--- src/hw/rtl/poly1305_pkg.sv ---
// ----------------------------------------------------------------------------
// Poly1305 package
// Widths, register codes, sequencer states and the multiply unit's control.
// ----------------------------------------------------------------------------
package poly1305_pkg;

    // Field widths of the channels and the configuration port.
    localparam int WORD_W    = 64;
    localparam int CNT_W     = 5;
    localparam int CFG_IDX_W = 2;
    localparam int BLK_BYTES = 16;

    // Limb arithmetic. The accumulator is five limbs in radix 2^26.
    localparam int NLIMB   = 5;
    localparam int LIMB_W  = 26;
    localparam int ACC_W   = 27;
    localparam int OPA_W   = 28;
    localparam int OPB_W   = 29;
    localparam int PROD_W  = OPA_W + OPB_W;
    localparam int DSUM_W  = 60;
    localparam int CARRY_W = 35;
    localparam int LIDX_W  = 3;

    localparam logic [LIDX_W-1:0] LAST_LIMB = LIDX_W'(NLIMB - 1);

    // Clamp masks for the limbs of r.
    localparam logic [LIMB_W-1:0] CLAMP_R1 = 26'h3ffff03;
    localparam logic [LIMB_W-1:0] CLAMP_R2 = 26'h3ffc0ff;
    localparam logic [LIMB_W-1:0] CLAMP_R3 = 26'h3f03fff;
    localparam logic [LIMB_W-1:0] CLAMP_R4 = 26'h00fffff;

    // Configuration register indexes.
    typedef enum logic [CFG_IDX_W-1:0] {
        CFG_KEY_R_LO = 2'd0,
        CFG_KEY_R_HI = 2'd1,
        CFG_PAD_LO   = 2'd2,
        CFG_PAD_HI   = 2'd3
    } cfg_reg_t;

    // Sequencer states.
    typedef enum logic [2:0] {
        ST_IDLE,
        ST_MUL,
        ST_DRAIN,
        ST_CARRY,
        ST_WRAP,
        ST_FIN_CARRY,
        ST_FIN_SEL,
        ST_FIN_TAG
    } state_t;

    // Request to the multiply-accumulate unit.
    typedef struct packed {
        logic              vld;
        logic              first;
        logic              last;
        logic [LIDX_W-1:0] idx;
    } mac_req_t;

    // Completion from the multiply-accumulate unit.
    typedef struct packed {
        logic              done;
        logic [LIDX_W-1:0] idx;
    } mac_rsp_t;

endpackage

--- src/hw/rtl/poly1305_mau.sv ---
// ----------------------------------------------------------------------------
// Poly1305 multiply-accumulate unit
// One 28x29 multiplier with a registered product, followed by an accumulator
// that sums the five partial products of one output limb.
// ----------------------------------------------------------------------------
module poly1305_mau (
    input  logic                              clk,
    input  logic                              rst_n,
    input  poly1305_pkg::mac_req_t            req,
    input  logic [poly1305_pkg::OPA_W-1:0]    op_a,
    input  logic [poly1305_pkg::OPB_W-1:0]    op_b,
    output poly1305_pkg::mac_rsp_t            rsp,
    output logic [poly1305_pkg::DSUM_W-1:0]   sum
);

    logic [poly1305_pkg::PROD_W-1:0] prod_reg;
    poly1305_pkg::mac_req_t          stg_reg;
    logic [poly1305_pkg::DSUM_W-1:0] acc_reg;
    logic [poly1305_pkg::DSUM_W-1:0] acc_next;
    poly1305_pkg::mac_rsp_t          rsp_reg;

    // Product stage.
    always_ff @(posedge clk)
    begin
        prod_reg <= poly1305_pkg::PROD_W'(op_a) * poly1305_pkg::PROD_W'(op_b);
    end

    // Control travels alongside the product.
    always_ff @(posedge clk or negedge rst_n)
    begin
        if (!rst_n)
        begin
            stg_reg <= '0;
            rsp_reg <= '0;
        end
        else
        begin
            stg_reg      <= req;
            rsp_reg.done <= stg_reg.vld && stg_reg.last;
            rsp_reg.idx  <= stg_reg.idx;
        end
    end

    // The first term of a limb restarts the sum.
    always_comb
    begin
        acc_next = (stg_reg.first ? '0 : acc_reg) + poly1305_pkg::DSUM_W'(prod_reg);
    end

    always_ff @(posedge clk)
    begin
        if (stg_reg.vld)
        begin
            acc_reg <= acc_next;
        end
    end

    assign rsp = rsp_reg;
    assign sum = acc_reg;

endmodule

--- config.mk ---
export PLATFORM = sky130hd
export DESIGN_NAME = poly1305_mau
export DESIGN_NICKNAME = d
export VERILOG_FILES = /design/src/hw/rtl/poly1305_pkg.sv /design/src/hw/rtl/poly1305_mau.sv
export SDC_FILE = /design/constraint.sdc
export NUM_CORES = 2
export LEC_CHECK = 0
export BUFFER_PORTS_ARGS = -buffer_cell sky130_fd_sc_hd__buf_2
export CAP_MARGIN = 30
export CORE_MARGIN = 5
export CORE_UTILIZATION = 40
export DETAILED_ROUTE_END_ITERATION = 8
export PLACE_DENSITY_LB_ADDON = 0.25
export SYNTH_ARGS = -nofsm -noshare
export SYNTH_HDL_FRONTEND = slang
export SYNTH_SLANG_ARGS = --single-unit
--- constraint.sdc ---
create_clock -name clk -period 4 [get_ports clk]
set_clock_uncertainty 0.05 [all_clocks]
set_input_delay 0.6 -clock clk [delete_from_list [all_inputs] [get_ports clk]]
set_output_delay 0.6 -clock clk [all_outputs]
set_load 0.05 [all_outputs]
Yosys cells after proc, flatten, opt, wreduce, memory -nomap -nowiden
Index checks and enable logic that the tools add are counted.
{"block": "op_classes", "n_addsub": 1, "multipliers": 1, "div_mod_pow": 0, "magnitude_cmp": 0, "eq_ne": 0, "n_shift": 0, "muxes": 1, "n_bitwise": 0, "reduce_logical": 1}
{"op": "$add A60 B57 Y60", "count": 1}
{"op": "$mux W60", "count": 1}
{"op": "$mul A28 B29 Y57", "count": 1}
{"op": "$logic_and A1 B1 Y1", "count": 1}
{"block": "totals", "reg_bits": 127, "latchBits": 0, "ram_bits": 0, "mem_bits_ro": 0, "in_bits": 65, "word_cells": 12, "mem_count": 0}

Longest topological paths before layout
{"block": "depth", "ltp_word": 2, "depth_mapped": 29, "mapped_depth_nobuf": 26}

Worst setup path before layout
No wires, ideal clock.
{"block": "synth_timing", "path_kind": "input port to flip-flop", "from": "input op_a[1] (netlist bit)", "to": "register prod_reg[53] (netlist bit)", "setup_time_ns": 0.059, "t_arrival_ns": 7.005, "setup_slack_ns": -3.115, "path_stages": 26, "path_buffers": 3, "path_cell_list": "clkbuf_1 clkbuf_1 nand2_1 fa_1 inv_1 fa_1 fa_1 inv_1 fa_1 inv_1 fa_1 fa_1 inv_1 fa_1 inv_1 ha_1 buf_2 nand4_1 nor3_1 and3_1 a211oi_1 o41ai_2 nand4_1 o31a_1 o31ai_1 o311a_1"}
{"block": "synth_between", "elab_chain_len": 1}
{"item": "start, declared", "line_no": "poly1305_mau.sv:10", "source": "input logic [poly1305_pkg::OPA_W-1:0] op_a,"}
{"item": "$mul A28 B29 Y57", "line_no": "poly1305_mau.sv:25", "source": "prod_reg <= poly1305_pkg::PROD_W'(op_a) * poly1305_pkg::PROD_W'(op_b);"}
{"item": "end signal, assigned", "line_no": "poly1305_mau.sv:25"}
{"item": "end, declared", "line_no": "poly1305_mau.sv:16", "source": "logic [poly1305_pkg::PROD_W-1:0] prod_reg;"}
Every way passes these cells.
A chain may end at the register's enable or synchronous reset.

Worst setup path in the final report
{"block": "layout_timing", "from": "input op_a[4] (netlist bit)", "to": "register prod_reg[53] (netlist bit)"}
Same word-level chain as after synthesis.

==> flow_summary.yaml <==
place:
  dp_hpwl_mm: 79.7
  port_buffers: 128
  pre_cts_ws_ns: -3.47
  gp_congestion: 0.872
  dp_cells: 5257
logic_synthesis:
  synth_top_family_by_area: "adder cells"
  syn_area_um2: 33800
  yosys.area_share.simple: 0.171
  synth_top_area_cell: "fa_1"
  synthArstFlopShare: 0.0787
  ys_seq_area_frac: 0.0944
  synth_edf_count: 60
  synth-adder-area-share: 0.514
  synth-compound-area-share: 0.0754
  synth_area_leaders: "fa_1, ha_1, inv_1, and2_1, nand2_1"
  synth_fp_nets: 4823
  synthMuxAreaShare: 0
  ys_types: 75
  yosysWarnings: 0
  synth_xor_area_frac: 0.0277
  synth_cells: 3789
  synth_top_area_frac: 0.415
  ys.flop_type: "edfxtp_1"
  ys_ff_latch: 127
  synth.avg_cell_area_um2: 8.93
clock_tree:
  numCtsBuffers: 17
  cts_max_level: 4
  root_buffer: "clkbuf_16"
  cts_tree: "built"
  cts.clk_slew.worst_paths_ns: 0.06
  clock-sinks: 127
  clockBufferDepth: 2
  clock_latency_ns: 0.44
die:
  design.die.area_um2: 90500
  initial_core_util: 0.404
  die_y_um: 301
  rows: 106
  core_um2: 83800
  die_w_um: 301
  ioPinCount: 129
worst_setup_path:
  rrSetupSlack_ns: 0.13
  r2r.worst_path.cells: 14
  cp_data_arrival_time_ns: 6.94
  rr_startpoint: "stg_reg[4]$_DFF_PN0_"
  path_common_cell: "fa_1"
  endpoint_kind: "flip-flop"
  reg2reg_to: "sum[50]$_DFFE_PP_"
  cp.required_ns: 4.32
  start_kind: "primary input"
  crit_family: "adder cells"
  setup.worst_path.end: "prod_reg[53]$_DFF_P_"
  critPathMaxFanout: 13
  crit_path_start: "op_a[4]"
  path_cells: "buf_12 -> buf_4 -> and2_1 -> fa_1 -> fa_1 -> inv_2 -> fa_2 -> fa_1 -> inv_1 -> fa_1 -> fa_1 -> inv_1 -> fa_1 -> inv_2 -> ha_4 -> nand4_1 -> nor3_2 -> and3_4 -> a211oi_4 -> o41ai_2 -> nand4_1 -> o31a_1 -> o31ai_1 -> o311a_1"
  crit_path_max_incr_delay_ns: 0.57
  criticalPathCategory: "in -> reg"
  cp.depth: 24
  slowest_stage: "fa_1"
  path_buf_inv: 6
hold_path:
  hp-class: "in -> reg"
timing:
  max_freq_mhz: 151
  worst_pin_slew_ns: 0.597
  worst_slack_ns: -2.62
  hold_viol_final: 0
  setup_viol: 52
  period_share: 1.65
  slew_headroom: 0.602
  fin_crit_ns: 6.62
  rsz0062_at_grt: "yes"
  finalSetupTns_ns: -97.10
  maxSlewViolCount: 0
grt:
  grt_pass1_vias: 27800
  grt_overflow_total: 0
  grt_pass1_wl_mm: 152
  grt_max_degree: 44
  groute.usage.overall: 0.210
  antenna_found_initial: 2
routing:
  vias: 26000
  drtIter0Drc: 1585
  routed_wirelength_mm: 94.1
  firstDrtPassIters: 5
  remaining_drc_errors: 0
  wl_per_cell_um: 17.5
  vias_per_cell: 4.84
  final_antenna_net_count: 0
cells_and_area:
  final_util: 0.504
  drive_above_1_share: 0.247
  nets: 5256
  largest_reg_flops: 60
  layout.cells.non_filler: 5370
  area_growth_pct: 24.9
  fill_cells: 7892
job:
  maxCapViolations: 0
outcome:
  violations: "negative setup slack"
  outcome: "finished with violations"
[how the worst min path moves through the flow]
stage / startpoint / to / slack, ns / cells past startpoint
floorplan: rst_n / rsp[0]$_DFF_PN0_ / 0.25 / 0
global placement: stg_reg[1]$_DFF_PN0_ / rsp[1]$_DFF_PN0_ / 0.28 / 0
detailed placement: stg_reg[2]$_DFF_PN0_ / rsp[2]$_DFF_PN0_ / 0.29 / 0
CTS: req[1] / stg_reg[1]$_DFF_PN0_ / 0.20 / 1
global route: req[1] / stg_reg[1]$_DFF_PN0_ / 0.20 / 1
finish: req[1] / stg_reg[1]$_DFF_PN0_ / 0.22 / 1
[worst register-to-register path: stages, from the launching register on]
cell and delay (ns):
dfrtp_4 0.55, nor2b_2 0.15, ha_2 0.18, inv_1 0.05, fa_1 0.42, nand2b_4 0.16
a21oi_2 0.17, o21ai_2 0.11, o211a_1 0.28, o32a_1 0.40, a311o_1 0.35, a211o_1 0.37
nor2b_4 0.17, o21ai_2 0.12, xor2_1 0.08
[stage by stage]
stage / hold WS, ns / instance area (µm²)
6_report: 0.221 / 42300
5_1_grt: 0.196 / 42300
4_1_cts: 0.197 / 41200
3_5_place_dp: 0.294 / 39000
3_3_place_gp: 0.282 / 39000
2_1_floorplan: 0.254 / 35100
[repair_timing]
item / 4_1_cts / 5_1_grt
pin swaps: 187 / 148
endpoints found under the hold margin: 10 / 0
hold buffers: 1 / 0
resized for setup: 326 / 200
setup buffers: 49 / 34
gates cloned: 2 / 2
endpoints found under the setup margin: 55 / 64
[Yosys cell counts, drive strengths merged, types with 3 or more instances]
cell,instances
nor4,4
o31ai,10
ha,268
a31oi,18
nor2b,63
and3,8
o211ai,7
o221ai,3
a41oi,4
nand3,24
xor2,36
a21o,51
nand4,29
or2,3
dfrtp,10
o21bai,22
a211oi,13
dfxtp,57
o41ai,4
nand2,482
or4,4
a31o,3
a221oi,3
o21a,9
a211o,3
xnor2,71
a21boi,9
nor2,69
o211a,3
fa,701
or3,3
nand2b,14
o31a,3
o21ai,79
clkbuf,209
and2,422
buf,12
a21oi,122
nor3,14
edfxtp,60
inv,834
[metal layers]
layer	vias up	share of wire	GRT usage	wire (µm)
li1	12200	-	-	-
met1	13100	0.48	0.312	45500
met2	590	0.45	0.338	42700
met3	94	0.043	0.0200	4060
met4	2	0.019	0.0399	1810
met5	-	0.000074	0	7
[cell families after synthesis]
group / Yosys count
AO/OA/AOI/OAI: 384
XOR/XNOR: 107
adder cells (fa/ha/maj): 969
buffers and inverters: 1055
flip-flops: 127
AND/OR/NAND/NOR: 1147
[cell usage in the layout (no fill, tap or decap), drive strengths merged, types with 4 or more instances in the layout]
cell,instances
nor4,4
fa,701
o21ai,79
xnor2,71
a211oi,13
o41ai,4
nor2b,63
a41oi,4
xor2,36
o31ai,10
ha,268
buf,627
edfxtp,60
or4,4
nand4,29
and3,8
nand2b,14
o21a,9
nand3,24
clkinv,4
nand2,482
dfxtp,57
dfrtp,10
a21oi,122
o21bai,22
nor2,69
a21o,51
nor3,14
a31oi,18
inv,838
o211ai,7
a21boi,9
and2,422
clkbuf,31
[cell type report]
cell class / instances / area (µm²) / share of cell area
flip-flops and latches: 127 / 3200 / 0.0757
clock inverters: 8 / 61.3 / 0.00145
multi-input cells: 2607 / 28300 / 0.670
diodes: 1 / 2.50 / 0.0000592
well taps: 1134 / 1420 / 0.0336
inverters: 834 / 3140 / 0.0743
repair buffers: 635 / 5570 / 0.132
clock buffers: 24 / 547 / 0.0129
Power is not shown: default switching activity piles up to over one toggle a cycle in this logic, so the estimate is an artifact.
